`config.mk`:
```
export PLATFORM = sky130hd
export DESIGN_NAME = smm_ram
export DESIGN_NICKNAME = d
export VERILOG_FILES = /design/src/hw/rtl/smm_ram.sv
export SDC_FILE = /design/constraint.sdc
export NUM_CORES = 2
export LEC_CHECK = 0
export ABC_AREA = 0
export BUFFER_PORTS_ARGS = -buffer_cell sky130_fd_sc_hd__clkbuf_2
export CORE_MARGIN = 10
export CORE_UTILIZATION = 50
export DETAILED_ROUTE_END_ITERATION = 8
export HOLD_SLACK_MARGIN = 0.08
export PLACE_DENSITY = 0.65
export SYNTH_ARGS = -nofsm -noshare
export SYNTH_HDL_FRONTEND = slang
export SYNTH_SLANG_ARGS = --single-unit
```
`constraint.sdc`:
```
create_clock -name clock -period 10.3 [get_ports clock]
set_clock_uncertainty 0.05 [all_clocks]
set_input_delay 2.06 -clock clock [delete_from_list [all_inputs] [get_ports clock]]
set_output_delay 2.06 -clock clock [all_outputs]
set_load 0.02 [all_outputs]
```
`src/hw/rtl/smm_ram.sv`:
```
// smm_ram: generic single-write, single-read synchronous RAM; read data is registered.
// No dependencies.

module smm_ram #(
   parameter int DEPTH = 64,
   parameter int WIDTH = 32,
   localparam int AW = (DEPTH > 1) ? $clog2(DEPTH) : 1
) (
   input  logic             clock,
   input  logic             we,
   input  logic [AW-1:0]    waddr,
   input  logic [WIDTH-1:0] wdata,
   input  logic [AW-1:0]    raddr,
   output logic [WIDTH-1:0] rdata
);

   logic [WIDTH-1:0] mem [DEPTH];
   logic [WIDTH-1:0] rdata_ff;

   always_ff @(posedge clock) begin
      if (we) begin
         mem[waddr] <= wdata;
      end
   end

   always_ff @(posedge clock) begin
      rdata_ff <= mem[raddr];
   end

   assign rdata = rdata_ff;

endmodule

```
==> summary.md <==
| Metric | Value |
|---|---|
| CTS Root Buffer Type | `sky130_fd_sc_hd__clkbuf_16` |
| Slowest CP cell | `sky130_fd_sc_hd__a21oi_1` |
| Share of synthesized area occupied by flip-flops and latches | `79.1%` |
| Vias in the first global route | `37,400` |
| Starting utilization of the core area | `50.3%` |
| Area of combinational cells with multiple inputs | `0.0160 sq mm` |
| Final routed wirelength across all metal layers | `204,000 microns` |
| Count of maximum capacitance violations | `0` |
| Floorplan core area | `0.156 sq mm` |
| First-pass GRT wire length | `287,000 microns` |
| Hold Crit Class | `flop to flop` |
| Total standard cell area after synthesis | `0.0785 sq mm` |
| Number of nets in the finished design | `3,603` |
| First-pass detailed-route iteration total | `6` |
| Final Slew Violations | `0` |
| Category of the most critical setup path | `input port to flop` |
| Number of distinct library cells after synthesis | `34` |
| Cell types with the largest area share after synthesis | `sky130_fd_sc_hd__edfxtp_1 (78%), sky130_fd_sc_hd__mux4_2 (16%), sky130_fd_sc_hd__mux2i_1 (1.2%)` |
| Yosys reg bits | `2,080` |
| Count of routing violations after the opening detailed-route iteration | `5,168` |
| Overall die area | `0.173 sq mm` |
| Detailed placer's ending HPWL | `109,000 microns` |
| Total power | `17.4 mW` |
| Layout-stage area growth over the synthesis result | `12.8%` |
| Static leakage | `27.5 nW` |
| Maximum cell stage delay along the critical path | `0.65 ns` |
| Period Utilization, post-route | `49.4%` |
| Most common cell in the synthesized netlist | `sky130_fd_sc_hd__edfxtp_1` |
| Required time reported for the critical path endpoint | `10.93 ns` |
| Vias | `37,000` |
| Transition time at the pin with the least slew margin | `1.42 ns` |
| Latest clock arrival within the worst-skew pair | `0.84 ns` |
| Post-synthesis net count | `3,370` |
| Number of remaining DRC errors | `0` |
| Async set or reset register ratio after synthesis | `0%` |
| Number of enable-type register cells in the synthesized netlist | `2,048` |
| Filler Cells Inserted | `11,200` |
| Maximum resistive drop on vdd | `0.000199 V` |
| Biggest area consumer among synthesized cells | `sky130_fd_sc_hd__edfxtp_1` |
| Combined flip-flop and latch cell area | `0.0621 sq mm` |
| Relative max-transition margin | `5.51%` |
| Number of buffers added by the clock tree synthesis step | `199` |
| Setup repair bufs after CTS | `0` |
| Type of origin of the critical path | `input port` |
| Final setup violating endpoints | `0` |
| Synth top area share | `78.3%` |
| DIE WIDTH | `416 microns` |
| Clock Sink Count | `2,080` |
| Share of final-layout standard cells stronger than drive strength 1 | `29.8%` |
| Total routing usage reported by global routing | `23.5%` |
| Synth warn | `0` |
| Row Count | `145` |
| Outcome | `completed` |
| List of cells traversed by the critical path | `buf_8, buf_4, buf_4, mux4_2, o22ai_1, nor2_1, a21oi_1, nor2_1` |
| Residual antenna-violating net count after detailed routing | `0` |
| Sum of negative setup slack | `0 ns` |
| Initial antenna violation count | `14` |
| Post-cts repair resize count | `0` |
| Num ports | `78` |
| Global placer's final weighted congestion | `0.779` |
| Dominant synthesized flop cell | `sky130_fd_sc_hd__edfxtp_1` |
| RSZ-0062 raised after global routing | `no` |
| H-tree level count | `4` |
| Clock slew seen by the registers of the worst setup and hold paths | `0.06 ns` |
| Cell count after synthesis | `3,324` |
| Final count of hold timing violations | `0` |
| Clock tree from TritonCTS | `done` |
| WL/cell | `35.3 microns` |
| Top achievable clock speed | `196 MHz` |
| Vertical extent of the die | `416 microns` |
| Maximum number of pins on one net before global-route repair | `119` |
| Areal power density over the cells | `197 mW/mm^2` |
| PortBufs | `77` |
| Mean number of vias per cell | `6.39` |
| Minimum hold slack | `0.831 ns` |
| Total overflow reported by the global router | `0` |
| Fin cells | `5,781` |
| Inst Count DP | `5,414` |
| Average size of a mapped cell | `23.6 sq um` |
| Longest Clk Path Bufs | `3` |
| Critical Path End Type | `flop` |
| Endpoint arrival time on the critical path | `5.72 ns` |
| Minimum period implied by the final worst setup slack | `5.09 ns` |
| Count of hold buffers inserted by post-cts repair | `0` |
| Commonest cells post-synth | `sky130_fd_sc_hd__edfxtp_1 (2,048), sky130_fd_sc_hd__mux4_2 (544), sky130_fd_sc_hd__nor2_1 (137)` |
| Largest fanout on the critical path | `60` |
==> placed cells by master, fill, tap and decap left out, types with 9 or more instances in the layout <==
| cell type | count |
|---|---|
| sky130_fd_sc_hd__edfxtp_1 | 2048 |
| sky130_fd_sc_hd__clkinv_2 | 35 |
| sky130_fd_sc_hd__a21oi_1 | 62 |
| sky130_fd_sc_hd__nor2_4 | 62 |
| sky130_fd_sc_hd__dfxtp_1 | 32 |
| sky130_fd_sc_hd__buf_4 | 132 |
| sky130_fd_sc_hd__clkbuf_16 | 204 |
| sky130_fd_sc_hd__bufinv_16 | 15 |
| sky130_fd_sc_hd__o221ai_1 | 27 |
| sky130_fd_sc_hd__clkbuf_2 | 73 |
| sky130_fd_sc_hd__mux2i_1 | 93 |
| sky130_fd_sc_hd__o22ai_1 | 84 |
| sky130_fd_sc_hd__clkbuf_8 | 9 |
| sky130_fd_sc_hd__a22oi_1 | 12 |
| sky130_fd_sc_hd__clkbuf_1 | 59 |
| sky130_fd_sc_hd__nor2b_1 | 15 |
| sky130_fd_sc_hd__nand2_1 | 26 |
| sky130_fd_sc_hd__clkinv_1 | 26 |
| sky130_fd_sc_hd__mux4_2 | 544 |
| sky130_fd_sc_hd__nor2_1 | 75 |
==> cell type report <==
class	instances	area share, %
well taps	2058	2.91
diodes	3	0.00848
clock inverters	92	1.00
repair buffers	214	1.71
multi-input cells	1062	18.0
flip-flops and latches	2080	70.2
clock buffers	272	6.15
==> path summary, 6_finish.rpt <==
path	start	to	slack, ns	cells past startpoint
setup / recovery	raddr[0]	rdata[1]	5.21	8
hold / removal	mem[56][8]	rdata[8]	0.83	5
setup reg to reg	mem[23][8]	rdata[8]	7.75	5
hold reg to reg	mem[56][8]	rdata[8]	0.83	5
==> cell families after synthesis <==
group | count (synthesis) | synth area share [%]
AOI/OAI and AO/OA | 202 | 1.67
buffers and inverters | 182 | 1.13
and+or+nand+nor | 223 | 1.27
DFF | 2080 | 79.1
muxes | 637 | 16.8
==> worst max-delay path: cells and delay by family <==
kind                   cells  cell delay [ns]
buffers and inverters      3             1.81
AO/OA/AOI/OAI              2             0.79
multiplexers               1             0.62
AND/OR/NAND/NOR            2             0.29
==> routing by layer <==
layer	wire, microns	track usage (%)
met1	78600	32.0
met2	98400	37.0
met3	20400	6.43
met4	6490	7.54
met5	49	0
==> sequential cells by signal (all words and copies together), names as in the netlist <==
| register | cells |
|---|---|
| mem | 2048 |
| rdata | 32 |
==> report_power, final <==
| part | total (mW) | leakage, nW | internal, mW | switching [mW] |
|---|---|---|---|---|
| logic | 0.880 | 5.73 | 0.309 | 0.570 |
| clock network | 7.16 | 3.10 | 4.07 | 3.09 |
| registers | 9.41 | 18.7 | 9.37 | 0.0403 |
| total | 17.4 | 27.5 | 13.8 | 3.70 |
==> metrics by stage <==
step	area (sq um)	worst slack [ns]	utilization [%]
3_3_place_gp	82200	4.33	52.6
5_1_grt	88500	4.94	56.7
4_1_cts	88500	5.21	56.7
3_5_place_dp	82200	4.33	52.6
6_report	88600	5.21	56.7
2_1_floorplan	78500	5.03	-
Note: power is estimated with default switching activity, not from simulation.
