`src/hw/rtl/smm_pkg.sv`:
```
// smm_pkg: shared constants, register codes and types of the small matrix multiplier.
// No dependencies; imported by every RTL file of the block except smm_ram.

package smm_pkg;

   localparam int MAX_DIM   = 8;
   localparam int CFG_W     = 4;
   localparam int CSR_IDX_W = 2;
   localparam int ELEM_W    = 32;
   localparam int PROD_W    = 2 * ELEM_W;
   localparam int FRAC_W    = 16;
   localparam int OUT_IDX_W = 3;
   localparam int CELLS     = MAX_DIM * MAX_DIM;
   localparam int ADDR_W    = (CELLS > 1) ? $clog2(CELLS) : 1;
   localparam int CNT_W     = $clog2(CELLS + 1);
   localparam int SZ_W      = (CNT_W > 2 * CFG_W) ? CNT_W : 2 * CFG_W;
   localparam int ACC_W     = PROD_W + $clog2(MAX_DIM) + 1;

   localparam logic [CSR_IDX_W-1:0] CSR_ROWS_A = 2'd0;
   localparam logic [CSR_IDX_W-1:0] CSR_COLS_A = 2'd1;
   localparam logic [CSR_IDX_W-1:0] CSR_ROWS_B = 2'd2;
   localparam logic [CSR_IDX_W-1:0] CSR_COLS_B = 2'd3;

   localparam logic [CFG_W-1:0] DIM_RESET = 4'd8;

   typedef struct packed {
      logic [CFG_W-1:0] rows_a;
      logic [CFG_W-1:0] cols_a;
      logic [CFG_W-1:0] rows_b;
      logic [CFG_W-1:0] cols_b;
   } dims_type;

   typedef struct packed {
      logic              we;
      logic [ADDR_W-1:0] waddr;
      logic [ADDR_W-1:0] raddr;
   } mem_req_type;

   typedef struct packed {
      logic vld;
      logic first;
      logic last;
   } mac_tag_type;

   typedef struct packed {
      logic              done;
      logic [ELEM_W-1:0] value;
      logic              sat;
   } mac_res_type;

endpackage

```
`src/hw/rtl/smm_mac.sv`:
```
// smm_mac: multiply-accumulate pipeline for one dot product, then round and saturate.
// Depends on smm_pkg.

module smm_mac
   import smm_pkg::*;
(
   input  logic              clock,
   input  logic              reset,
   input  mac_tag_type       tag,
   input  logic [ELEM_W-1:0] rd_a,
   input  logic [ELEM_W-1:0] rd_b,
   output mac_res_type       res
);

   localparam int HI_W = ACC_W - (FRAC_W + ELEM_W - 1);

   mac_tag_type              tag1_ff, tag2_ff, tag3_ff;
   logic signed [PROD_W-1:0] prod_in, prod_ff;
   logic signed [ACC_W-1:0]  acc_in, acc_ff;
   logic signed [ACC_W-1:0]  rnd;
   logic [HI_W-1:0]          hi_bits;
   logic                     ovf;

   always_ff @(posedge clock) begin
      if (reset) begin
         tag1_ff <= '0;
         tag2_ff <= '0;
         tag3_ff <= '0;
      end else begin
         tag1_ff <= tag;
         tag2_ff <= tag1_ff;
         tag3_ff <= tag2_ff;
      end
   end

   assign prod_in = $signed(rd_a) * $signed(rd_b);

   always_comb begin
      acc_in = acc_ff;
      if (tag2_ff.vld) begin
         if (tag2_ff.first) begin
            acc_in = {{(ACC_W-PROD_W){prod_ff[PROD_W-1]}}, prod_ff};
         end else begin
            acc_in = acc_ff + {{(ACC_W-PROD_W){prod_ff[PROD_W-1]}}, prod_ff};
         end
      end
   end

   always_ff @(posedge clock) begin
      prod_ff <= prod_in;
      acc_ff  <= acc_in;
   end

   // round half up at bit FRAC_W, then clip to the signed element range
   assign rnd     = acc_ff + ACC_W'(1 << (FRAC_W - 1));
   assign hi_bits = rnd[ACC_W-1:FRAC_W+ELEM_W-1];
   assign ovf     = !((&hi_bits) || !(|hi_bits));

   always_comb begin
      res.done = tag3_ff.vld && tag3_ff.last;
      res.sat  = ovf;
      if (ovf) begin
         res.value = rnd[ACC_W-1] ? {1'b1, {(ELEM_W-1){1'b0}}} : {1'b0, {(ELEM_W-1){1'b1}}};
      end else begin
         res.value = rnd[FRAC_W+ELEM_W-1:FRAC_W];
      end
   end

endmodule

```
`config.mk`:
```
export PLATFORM = sky130hd
export DESIGN_NAME = smm_mac
export DESIGN_NICKNAME = d
export VERILOG_FILES = /design/src/hw/rtl/smm_pkg.sv /design/src/hw/rtl/smm_mac.sv
export SDC_FILE = /design/constraint.sdc
export NUM_CORES = 2
export LEC_CHECK = 0
export BUFFER_PORTS_ARGS = -buffer_cell sky130_fd_sc_hd__buf_2
export CAP_MARGIN = 40
export CORE_ASPECT_RATIO = 1.5
export CORE_MARGIN = 2
export CORE_UTILIZATION = 35
export DETAILED_ROUTE_END_ITERATION = 10
export PLACE_DENSITY = 0.47
export SYNTH_ARGS = -nofsm -noshare
export SYNTH_HDL_FRONTEND = slang
export SYNTH_SLANG_ARGS = --single-unit
export TNS_END_PERCENT = 1
```
`constraint.sdc`:
```
create_clock -name clock -period 9.56 [get_ports clock]
set_clock_uncertainty 0.15 [all_clocks]
set_input_delay 2.39 -clock clock [delete_from_list [all_inputs] [get_ports clock]]
set_output_delay 2.39 -clock clock [all_outputs]
set_load 0.02 [all_outputs]
```
==> run_results.csv <==
group,metric,value,unit
routing,drc_errors,0,
critical_path,cp_slowest_stage_delay,0.59,ns
critical_path,arrival,9.43,ns
clock_tree,clk_latency,0.44,ns
critical_path,path_max_fanout,13,
sta,post-route-min-period,9.27,ns
routing,first_pass_iters,7,
critical_path,worstSetupEndpointType,"flip-flop",
critical_path,r2r_cells,11,
global_route,grt_overflow,0,
global_route,antenna_found_initial,6,
synthesis,async_flop_share,0,%
status,status,"completed",
cells_and_area,finalInstanceArea,51700,um^2
critical_path,worstSetupPathType,"in2reg",
routing,wl_per_cell,19.0,um
critical_path,start_kind,"input port",
synthesis,syn_nets,6430,
clock_tree,cts_tree,"yes",
critical_path,reg2reg_slack,5.50,ns
routing,drt_wl_total,133000,um
die,core_area,130000,um^2
routing,via_count,33900,
global_route,grt_pass1_vias,38800,
global_route,grt_pass1_wl,217000,um
cells_and_area,area_delta_synth_final,12.6,%
synthesis,syn_inst,5026,
synthesis,synthFlopType,"dfxtp_1",
cells_and_area,nets,6693,
clock_tree,cts-buffers-inserted,17,
critical_path,reg2reg_from,"acc_ff[35]",
die,start_util,35.3,%
global_route,grt_max_degree,90,
cells_and_area,final_common_cell,"fa_1",
critical_path,cpMostUsedCell,"fa_1",
sta,slew_headroom,52.4,%
synthesis,syn_avg_cell_area,9.13,um^2
synthesis,netlist_area,45900,um^2
routing,ant_nets,0,
worst_hold_path,hold_start,"tag2_ff[0]",
sta,max_freq,0.108,GHz
die,io_pins,103,
clock_tree,clock-sinks,140,
die,dieArea,134000,um^2
sta,hold_viol_final,0,
sta,finalSetupViolCount,0,
die,rows,162,
synthesis,ys.warnings.count,0,
critical_path,crit_required,9.72,ns
global_route,track_usage,21.0,%
die,die_x,300,um
routing,viasPerCell,4.82,
critical_path,crit_path_start,"rd_b[8]",
place,io_buffers,102,
synthesis,synth_edf_count,68,
sta,slew_violations,0,
synthesis,ys_ff_latch,140,
sta,layout_worst_path_cycle_share,96.9,%
critical_path,crit_buf_inv,6,
clock_tree,htree_num_levels,4,
run,drv_cap,0,
synthesis,ys_seq_area_share,7.59,%
clock_tree,clockRootBuffer,"clkbuf_16",
worst_hold_path,min_path_type,"reg2reg",
worst_hold_path,hold_depth,1,
cells_and_area,drive_above_1_share,11.0,%
sta,worst_pin_slew,0.714,ns
critical_path,crit_slowest_cell,"fa_1",
sta,grt_setup_unrepaired,"yes",
synthesis,ys_types,77,
critical_path,crit_family,"adder cells",
sta,tns,0,ns
clock_tree,cts.path.max_buffers,2,
place,placed_area,51000,um^2
cells_and_area,final_util,39.7,%
die,die_height,448,um
critical_path,r2r_end,"acc_ff[61]",
place,hpwl,119000,um
cells_and_area,fillCellCount,13400,
clock_tree,clk_pin_slew,0.06,ns
routing,drt_iter0_drc,1254,
place,gp_congestion,0.873,
cells_and_area,final_cell_mix,"fa_1, inv_1, nand2_1",
worst_hold_path,hold_end,"tag3_ff[0]",
==> cell families after synthesis <==
family	count (synthesis)	share of synthesized area, %
xor gates and xnor gates	168	3.21
AOI/OAI and AO/OA	560	7.69
and+or+nand+nor	1489	16.3
DFF	140	7.59
adders and majority gates	1335	54.1
muxes	9	0.210
buffers and inverters	1325	10.9
==> how the worst max path moves through the flow <==
stage / to / depth (start not counted)
finish: prod_ff[41] / 25
global route: prod_ff[63] / 30
CTS: prod_ff[63] / 26
detailed placement: prod_ff[63] / 26
global placement: prod_ff[60] / 29
floorplan: prod_ff[61] / 28
==> layout make-up <==
cell class              count  area [um^2]  area share (%)
diodes                      6         15.0          0.0291
multi-input cells        3561        37500            72.5
well taps                1722         2150            4.17
inverters                1058         3970            7.69
repair buffers            511         4040            7.82
flip-flops and latches    140         3490            6.75
clock buffers              18          429           0.831
clock inverters            14         97.6           0.189
==> sequential cells by signal (all words and copies together), names as in the netlist <==
register / count
acc_ff: 68
tag3_ff: 2
tag1_ff: 3
prod_ff: 64
tag2_ff: 3
==> metrics by stage <==
stage | hold WS, ns | setup slack [ns] | cells
2_1_floorplan | 0.264 | 0.0495 | 5026
3_3_place_gp | 0.267 | -0.384 | 6987
3_5_place_dp | 0.286 | -0.378 | 6992
4_1_cts | 0.301 | 0.0783 | 7024
5_1_grt | 0.309 | -0.0149 | 7029
6_report | 0.292 | 0.294 | 7030
==> metal layers <==
layer / vias to the layer above / routed length (um) / GRT usage (%)
met3: 190 / 1800 / 1.11
met1: 17600 / 45600 / 21.0
met5: - / 16 / 0
met4: 2 / 5840 / 7.83
met2: 435 / 79900 / 44.2
li1: 15600 / - / -
==> Yosys cell counts, types with 7 or more instances <==
| cell | count | area (um^2) |
|---|---|---|
| o21ai_0 | 142 | 711 |
| o211ai_1 | 9 | 67.6 |
| o21a_1 | 22 | 165 |
| fa_1 | 1083 | 21700 |
| nand2b_1 | 22 | 138 |
| nand3_1 | 48 | 240 |
| xnor2_1 | 106 | 928 |
| nor3_1 | 26 | 130 |
| o21bai_1 | 28 | 210 |
| o21ai_1 | 30 | 150 |
| a211oi_1 | 9 | 67.6 |
| inv_1 | 1058 | 3970 |
| a21o_1 | 97 | 728 |
| a21oi_1 | 136 | 681 |
| nor2b_1 | 25 | 156 |
| xor2_1 | 62 | 543 |
| nor2_1 | 98 | 368 |
| nand2_1 | 638 | 2390 |
| and2_1 | 520 | 3250 |
| clkbuf_1 | 244 | 916 |
| nand4_1 | 42 | 263 |
| a21boi_0 | 7 | 52.6 |
| and4_1 | 13 | 114 |
| a31oi_1 | 19 | 119 |
| dfxtp_1 | 72 | 1440 |
| a41oi_1 | 7 | 61.3 |
| and3_1 | 27 | 169 |
| ha_1 | 252 | 3150 |
| edfxtp_1 | 68 | 2040 |
| buf_2 | 12 | 60.1 |
==> what timing repair did <==
action | CTS | global route
hold buffers | 0 | 0
resized for setup | 0 | 39
buffers inserted | 0 | 0
setup endpoints to repair | 0 | 19
Power is left out: the tool's default activity adds up to more than one toggle a clock period on the data nets, which glitch-free logic cannot reach.
