$ cat src/hw/rtl/smm_pkg.sv
// smm_pkg: shared constants, register codes and types of the small matrix multiplier.
// No dependencies; imported by every RTL file of the block except smm_ram.

package smm_pkg;

   localparam int MAX_DIM   = 8;
   localparam int CFG_W     = 4;
   localparam int CSR_IDX_W = 2;
   localparam int ELEM_W    = 32;
   localparam int PROD_W    = 2 * ELEM_W;
   localparam int FRAC_W    = 16;
   localparam int OUT_IDX_W = 3;
   localparam int CELLS     = MAX_DIM * MAX_DIM;
   localparam int ADDR_W    = (CELLS > 1) ? $clog2(CELLS) : 1;
   localparam int CNT_W     = $clog2(CELLS + 1);
   localparam int SZ_W      = (CNT_W > 2 * CFG_W) ? CNT_W : 2 * CFG_W;
   localparam int ACC_W     = PROD_W + $clog2(MAX_DIM) + 1;

   localparam logic [CSR_IDX_W-1:0] CSR_ROWS_A = 2'd0;
   localparam logic [CSR_IDX_W-1:0] CSR_COLS_A = 2'd1;
   localparam logic [CSR_IDX_W-1:0] CSR_ROWS_B = 2'd2;
   localparam logic [CSR_IDX_W-1:0] CSR_COLS_B = 2'd3;

   localparam logic [CFG_W-1:0] DIM_RESET = 4'd8;

   typedef struct packed {
      logic [CFG_W-1:0] rows_a;
      logic [CFG_W-1:0] cols_a;
      logic [CFG_W-1:0] rows_b;
      logic [CFG_W-1:0] cols_b;
   } dims_type;

   typedef struct packed {
      logic              we;
      logic [ADDR_W-1:0] waddr;
      logic [ADDR_W-1:0] raddr;
   } mem_req_type;

   typedef struct packed {
      logic vld;
      logic first;
      logic last;
   } mac_tag_type;

   typedef struct packed {
      logic              done;
      logic [ELEM_W-1:0] value;
      logic              sat;
   } mac_res_type;

endpackage

$ cat src/hw/rtl/smm_ctrl.sv
// smm_ctrl: load counters, product sequencer and result register.
// Depends on smm_pkg; drives the two operand RAMs and the smm_mac pipeline.

module smm_ctrl
   import smm_pkg::*;
(
   input  logic                 clock,
   input  logic                 reset,
   input  dims_type             dims,
   input  logic                 req_valid,
   output logic                 req_stall,
   input  logic                 req_func,
   output mem_req_type          mem_a,
   output mem_req_type          mem_b,
   output mac_tag_type          tag,
   input  mac_res_type          mac_res,
   output logic                 rsp_valid,
   input  logic                 rsp_stall,
   output logic [OUT_IDX_W-1:0] rsp_out_row,
   output logic [OUT_IDX_W-1:0] rsp_out_col,
   output logic [ELEM_W-1:0]    rsp_prod_value,
   output logic                 rsp_saturated,
   output logic                 rsp_mismatch,
   output logic                 rsp_last
);

   typedef enum logic [4:0] {
      ST_IDLE  = 5'b00001,
      ST_START = 5'b00010,
      ST_ISSUE = 5'b00100,
      ST_DRAIN = 5'b01000,
      ST_MISM  = 5'b10000
   } state_type;

   state_type            state_ff, state_in;
   logic [CNT_W-1:0]     cnt_a_ff, cnt_a_in, cnt_b_ff, cnt_b_in;
   logic [CFG_W-1:0]     row_ff, row_in, col_ff, col_in, term_ff, term_in;
   logic [ADDR_W-1:0]    base_ff, base_in, addr_a_ff, addr_a_in, addr_b_ff, addr_b_in;
   logic                 rsp_valid_ff, rsp_valid_in;
   logic [OUT_IDX_W-1:0] out_row_ff, out_row_in, out_col_ff, out_col_in;
   logic [ELEM_W-1:0]    value_ff, value_in;
   logic                 sat_ff, sat_in, mism_ff, mism_in, last_ff, last_in;

   logic [SZ_W-1:0]      size_a, size_b;
   logic                 accept, load_a, load_b, full_a, full_b;
   logic                 out_free, term_last, elem_last;
   logic [CNT_W-1:0]     cnt_a_nxt, cnt_b_nxt;

   assign size_a    = SZ_W'(dims.rows_a) * SZ_W'(dims.cols_a);
   assign size_b    = SZ_W'(dims.rows_b) * SZ_W'(dims.cols_b);
   assign accept    = req_valid && (state_ff == ST_IDLE);
   assign load_a    = accept && !req_func && (SZ_W'(cnt_a_ff) < size_a);
   assign load_b    = accept && req_func && (SZ_W'(cnt_b_ff) < size_b);
   assign cnt_a_nxt = cnt_a_ff + CNT_W'(load_a);
   assign cnt_b_nxt = cnt_b_ff + CNT_W'(load_b);
   assign full_a    = SZ_W'(cnt_a_nxt) >= size_a;
   assign full_b    = SZ_W'(cnt_b_nxt) >= size_b;
   assign out_free  = !rsp_valid_ff || !rsp_stall;
   assign term_last = term_ff == dims.cols_a - CFG_W'(1);
   assign elem_last = (row_ff == dims.rows_a - CFG_W'(1)) &&
                      (col_ff == dims.cols_b - CFG_W'(1));

   always_comb begin
      state_in     = state_ff;
      cnt_a_in     = cnt_a_nxt;
      cnt_b_in     = cnt_b_nxt;
      row_in       = row_ff;
      col_in       = col_ff;
      term_in      = term_ff;
      base_in      = base_ff;
      addr_a_in    = addr_a_ff;
      addr_b_in    = addr_b_ff;
      rsp_valid_in = rsp_valid_ff && rsp_stall;
      out_row_in   = out_row_ff;
      out_col_in   = out_col_ff;
      value_in     = value_ff;
      sat_in       = sat_ff;
      mism_in      = mism_ff;
      last_in      = last_ff;
      tag          = '0;

      unique case (state_ff)
         ST_IDLE: begin
            if ((load_a || load_b) && full_a && full_b) begin
               cnt_a_in = '0;
               cnt_b_in = '0;
               row_in   = '0;
               col_in   = '0;
               base_in  = '0;
               state_in = (dims.cols_a != dims.rows_b) ? ST_MISM : ST_START;
            end
         end
         ST_START: begin
            if (out_free) begin
               addr_a_in = base_ff;
               addr_b_in = ADDR_W'(col_ff);
               term_in   = '0;
               state_in  = ST_ISSUE;
            end
         end
         ST_ISSUE: begin
            tag.vld   = 1'b1;
            tag.first = term_ff == '0;
            tag.last  = term_last;
            addr_a_in = addr_a_ff + ADDR_W'(1);
            addr_b_in = addr_b_ff + ADDR_W'(dims.cols_b);
            term_in   = term_ff + CFG_W'(1);
            if (term_last) begin
               state_in = ST_DRAIN;
            end
         end
         ST_DRAIN: begin
            if (mac_res.done) begin
               rsp_valid_in = 1'b1;
               out_row_in   = row_ff[OUT_IDX_W-1:0];
               out_col_in   = col_ff[OUT_IDX_W-1:0];
               value_in     = mac_res.value;
               sat_in       = mac_res.sat;
               mism_in      = 1'b0;
               last_in      = elem_last;
               if (elem_last) begin
                  state_in = ST_IDLE;
               end else begin
                  state_in = ST_START;
                  if (col_ff == dims.cols_b - CFG_W'(1)) begin
                     col_in  = '0;
                     row_in  = row_ff + CFG_W'(1);
                     base_in = base_ff + ADDR_W'(dims.cols_a);
                  end else begin
                     col_in = col_ff + CFG_W'(1);
                  end
               end
            end
         end
         ST_MISM: begin
            if (out_free) begin
               rsp_valid_in = 1'b1;
               out_row_in   = '0;
               out_col_in   = '0;
               value_in     = '0;
               sat_in       = 1'b0;
               mism_in      = 1'b1;
               last_in      = 1'b1;
               state_in     = ST_IDLE;
            end
         end
         default: begin
            state_in = ST_IDLE;
         end
      endcase
   end

   always_ff @(posedge clock) begin
      if (reset) begin
         state_ff     <= ST_IDLE;
         cnt_a_ff     <= '0;
         cnt_b_ff     <= '0;
         rsp_valid_ff <= 1'b0;
      end else begin
         state_ff     <= state_in;
         cnt_a_ff     <= cnt_a_in;
         cnt_b_ff     <= cnt_b_in;
         rsp_valid_ff <= rsp_valid_in;
      end
   end

   always_ff @(posedge clock) begin
      row_ff     <= row_in;
      col_ff     <= col_in;
      term_ff    <= term_in;
      base_ff    <= base_in;
      addr_a_ff  <= addr_a_in;
      addr_b_ff  <= addr_b_in;
      out_row_ff <= out_row_in;
      out_col_ff <= out_col_in;
      value_ff   <= value_in;
      sat_ff     <= sat_in;
      mism_ff    <= mism_in;
      last_ff    <= last_in;
   end

   assign req_stall = state_ff != ST_IDLE;

   assign mem_a.we    = load_a;
   assign mem_a.waddr = cnt_a_ff[ADDR_W-1:0];
   assign mem_a.raddr = addr_a_ff;
   assign mem_b.we    = load_b;
   assign mem_b.waddr = cnt_b_ff[ADDR_W-1:0];
   assign mem_b.raddr = addr_b_ff;

   assign rsp_valid      = rsp_valid_ff;
   assign rsp_out_row    = out_row_ff;
   assign rsp_out_col    = out_col_ff;
   assign rsp_prod_value = value_ff;
   assign rsp_saturated  = sat_ff;
   assign rsp_mismatch   = mism_ff;
   assign rsp_last       = last_ff;

endmodule

$ cat config.mk
export PLATFORM = sky130hd
export DESIGN_NAME = smm_ctrl
export DESIGN_NICKNAME = d
export VERILOG_FILES = /design/src/hw/rtl/smm_pkg.sv /design/src/hw/rtl/smm_ctrl.sv
export SDC_FILE = /design/constraint.sdc
export NUM_CORES = 1
export LEC_CHECK = 0
export BUFFER_PORTS_ARGS = -buffer_cell sky130_fd_sc_hd__buf_2
export CAP_MARGIN = 20
export CORE_MARGIN = 2
export CORE_UTILIZATION = 35
export CTS_BUF_LIST = sky130_fd_sc_hd__clkbuf_2 sky130_fd_sc_hd__clkbuf_4 sky130_fd_sc_hd__clkbuf_8
export CTS_CLUSTER_DIAMETER = 200
export DETAILED_ROUTE_END_ITERATION = 16
export GPL_TIMING_DRIVEN = 0
export PLACE_DENSITY = 0.59
export SLEW_MARGIN = 10
export SYNTH_ARGS = -nofsm -noshare
export SYNTH_HDL_FRONTEND = slang
export SYNTH_SLANG_ARGS = --single-unit
$ cat constraint.sdc
create_clock -name clock -period 13.3 [get_ports clock]
set_clock_uncertainty 0.2 [all_clocks]
set_input_delay 2.66 -clock clock [delete_from_list [all_inputs] [get_ports clock]]
set_output_delay 2.66 -clock clock [all_outputs]
set_load 0.01 [all_outputs]
==> summary.txt <==
Worst setup path
  – Setup crit end: mem_b[12]
  – Arr. time, crit path: 6.66 ns
  – CP Cell Sequence: buf_2, nand2_1, fa_1, inv_1, fa_1, inv_1, fa_1, inv_1, a21o_1, a21oi_1, xor2_1, ha_1, a2111oi_0, nand3_1, a31oi_1, buf_4, buf_2
  – Critical Path Start Type: primary input
  – Req. time, crit path: approximately 10 ns
  – Worst-path maximum fanout: 6
  – R2R Setup Slk: 8.32 ns
  – Slowest-stage cell, CP: a2111oi_0
  – Worst r2r dst: base_ff[2]
  – Crit path buffers/inverters: 6
  – Critical Path Start: dims[3]
  – CP endpoint kind: primary output
  – Slowest stage delay, CP: 0.60 ns
  – Crit-path leading delay family: adder cells
  – Crit path depth: 17
  – Reg2reg start: cnt_b_ff[5]
  – Number of cells on the worst reg-to-reg path: 16
  – Worst Setup Path Type: primary input to primary output

Drt
  – Final ANT Viol Nets: 0
  – Drt initial violations: around 160
  – Post-route DRC: 0
  – Final wirelength: around 14 mm
  – Via count: 4559
  – Detail-routed via count per cell: 4.83
  – Drt pass-1 iters: 4
  – Average wire per cell in the routed design: 15.0 microns

Final layout
  – Final Net Count: 849
  – Area growth, synth to finish: 19.3%
  – Final Cell Area: ~7300 sq um
  – Share of layout cells above drive strength 1: 23.7%
  – Antenna diode count: 0
  – Core Util, Final: a little over two fifths

Timing
  – RSZ-0062 raised after global routing: false
  – Final hold vios: 0
  – Fin crit share: a little under three quarters
  – Max_slew headroom: between 40% and 50%
  – Fin Setup TNS: 0 ns
  – Tmin final: 9.52 ns
  – Post-route worst setup slack: about 3.8 ns
  – Final Setup Violations: 0
  – Fmax: 0.105 GHz
  – Pins Over Slew Limit: 0
  – Slew @ Worst Pin: 0.806 ns

Synthesis
  – EDFF count, synth: 71
  – Ys flop type: edfxtp_1
  – Synthesized flop and latch total: 91
  – Synth top area cells: edfxtp_1 (35%), ha_1 (15%), and2_1 (6.7%)
  – Syn Inst Count: roughly 570
  – Synthesized area per cell: 10.6 sq um
  – Share of the synthesized area in the top cell type: 34.9%
  – Cell Area, Synth: around 6100 sq um
  – Synth area leader: edfxtp_1
  – Synth cell count leaders: edfxtp_1 (71), ha_1 (71), and2_1 (65), inv_1 (39), nor2_1 (38)
  – FFs w/ async S/R, synth: 0%
  – Synth unique cells: 52
  – Syn. warnings: 0
  – Syn nets: 710
  – Sequential-to-total area share from yosys stat: 41.4%

Clock tree
  – Clock Tree Buf Depth: 2
  – Clk Latency, worst-skew pair: 0.38 ns
  – CTS clk-pin slew, worst paths: 0.11 ns
  – Clk root buf: clkbuf_8
  – CTS tree: built
  – Post-cts hold buffer count: 0
  – CTS buffer count: 9
  – Cts repair resizes: 0
  – Sink Count: 91
  – H-tree depth: 3
  – Setup Fix Bufs, Post-CTS: 0

Job
  – Max_cap viols: 0

Floorplan
  – Die height: 136 microns
  – Site row count: 48
  – Die X: about 140 microns
  – Total core area: around 17000 sq um
  – Die area: 18500 sq um
  – Initial Utilization: a little over a third
  – Top Ports: 127

Pwr
  – Peak supply drop: 0.0000391 V
  – Total design power: around 620 uW
  – PwrDens: around 85 nW/um^2
  – Leakage power: 0.00336 uW

Global routing
  – Maximum number of pins on one net before global-route repair: 22
  – Global-route wire length before repair: roughly 22 mm
  – Initial antenna violation count: 0
  – Vias in the first global route: 4415
  – GRT overflow: 0
  – Gr usage total: 15.5%

Run status
  – Run status: completed

Placement
  – Placed cell area: between 7000 and 8000 sq um
  – Routability cong.: around 0.9
  – HPWL after DPL: 11.1 mm
  – Port Buffers: 126
  – Pre-CTS setup slack: ~3.8 ns

Min path
  – Worst hold path type: register to register
## stage by stage
stage / hold WS [ns] / std cells
floorplan: 0.326 / 574
global placement: 0.358 / 925
detailed placement: 0.352 / 927
CTS: 0.379 / 943
global route: 0.430 / 943
finish: 0.389 / 943
## flip-flops by register name (all words and copies together), names as in the netlist
register / count
addr_a_ff: 6
addr_b_ff: 6
base_ff: 6
cnt_a_ff: 7
cnt_b_ff: 7
col_ff: 4
row_ff: 4
rsp_last: 1
rsp_mismatch: 1
rsp_out_col: 3
rsp_out_row: 3
rsp_prod_value: 32
rsp_saturated: 1
rsp_valid: 1
state_ff: 5
term_ff: 4
## layout by cell type, fill, tap and decap left out, types with 10 or more instances in the layout
cell,instances
a21o_1,10
a21oi_1,15
and2_1,65
and3b_1,11
buf_2,126
buf_4,14
clkbuf_1,11
dfxtp_1,20
edfxtp_1,71
fa_1,10
ha_1,71
inv_1,39
nand2_1,35
nand3_1,16
nor2_1,38
nor3_1,14
o21ai_0,20
xnor2_1,19
xor2_1,32
## how the worst min path moves through the flow
stage | from | endpoint | slack (ns) | depth (start not counted)
2_1_floorplan | base_ff[0] | addr_a_ff[0] | 0.33 | 2
3_3_place_gp | base_ff[0] | addr_a_ff[0] | 0.36 | 2
3_5_place_dp | base_ff[0] | addr_a_ff[0] | 0.35 | 2
4_1_cts | base_ff[0] | addr_a_ff[0] | 0.38 | 2
5_1_grt | base_ff[0] | addr_a_ff[0] | 0.43 | 2
6_report | base_ff[0] | addr_a_ff[0] | 0.39 | 2
## final cells by class
| type | count | area, sq um |
|---|---|---|
| Buffer | 26 | 158 |
| Clock buffer | 9 | 124 |
| Clock inverter | 7 | 88.8 |
| Fill cell | 1699 | 9890 |
| Inverter | 40 | 150 |
| Multi-Input combinational cell | 417 | 3290 |
| Sequential cell | 91 | 2530 |
| Tap cell | 225 | 282 |
| Timing Repair Buffer | 128 | 669 |
## per-layer routing
| layer | routed length, microns | vias up | GRT usage (%) |
|---|---|---|---|
| met5 | 0 | - | 0 |
| met4 | 220 | 0 | 6.19 |
| met3 | 915 | 12 | 2.98 |
| met2 | 6600 | 136 | 25.7 |
| met1 | 6430 | 2136 | 19.9 |
| li1 | - | 2275 | - |
## power by group
group | switching (uW) | internal, uW
combinational | 57.3 | 50.0
clock | 116 | 92.2
sequential | 1.10 | 305
## kinds of logic after synthesis
kind of cell	Yosys count	synth area share, %
multiplexers	1	0.184
AO/OA/AOI/OAI	77	9.23
adder cells (fa/ha/maj)	81	17.8
AND/OR/NAND/NOR	205	18.2
flip-flops	91	41.4
XOR/XNOR	53	8.09
buffers and inverters	66	5.04
## worst reg2reg max path, cell delays in order, from the launching register on
cell,delay [ns]
dfxtp_1,0.42
ha_1,0.28
a2111oi_0,0.59
nand3_1,0.15
a31oi_1,0.44
ha_1,0.28
ha_1,0.20
nand3_1,0.12
nor2_1,0.15
xor2_1,0.10
ha_1,0.28
o21ai_0,0.07
nor3_1,0.17
a21oi_1,0.11
nor2_1,0.15
o2111a_1,0.39
o21a_1,0.52
No activity file was read; power rests on OpenSTA's default activity.
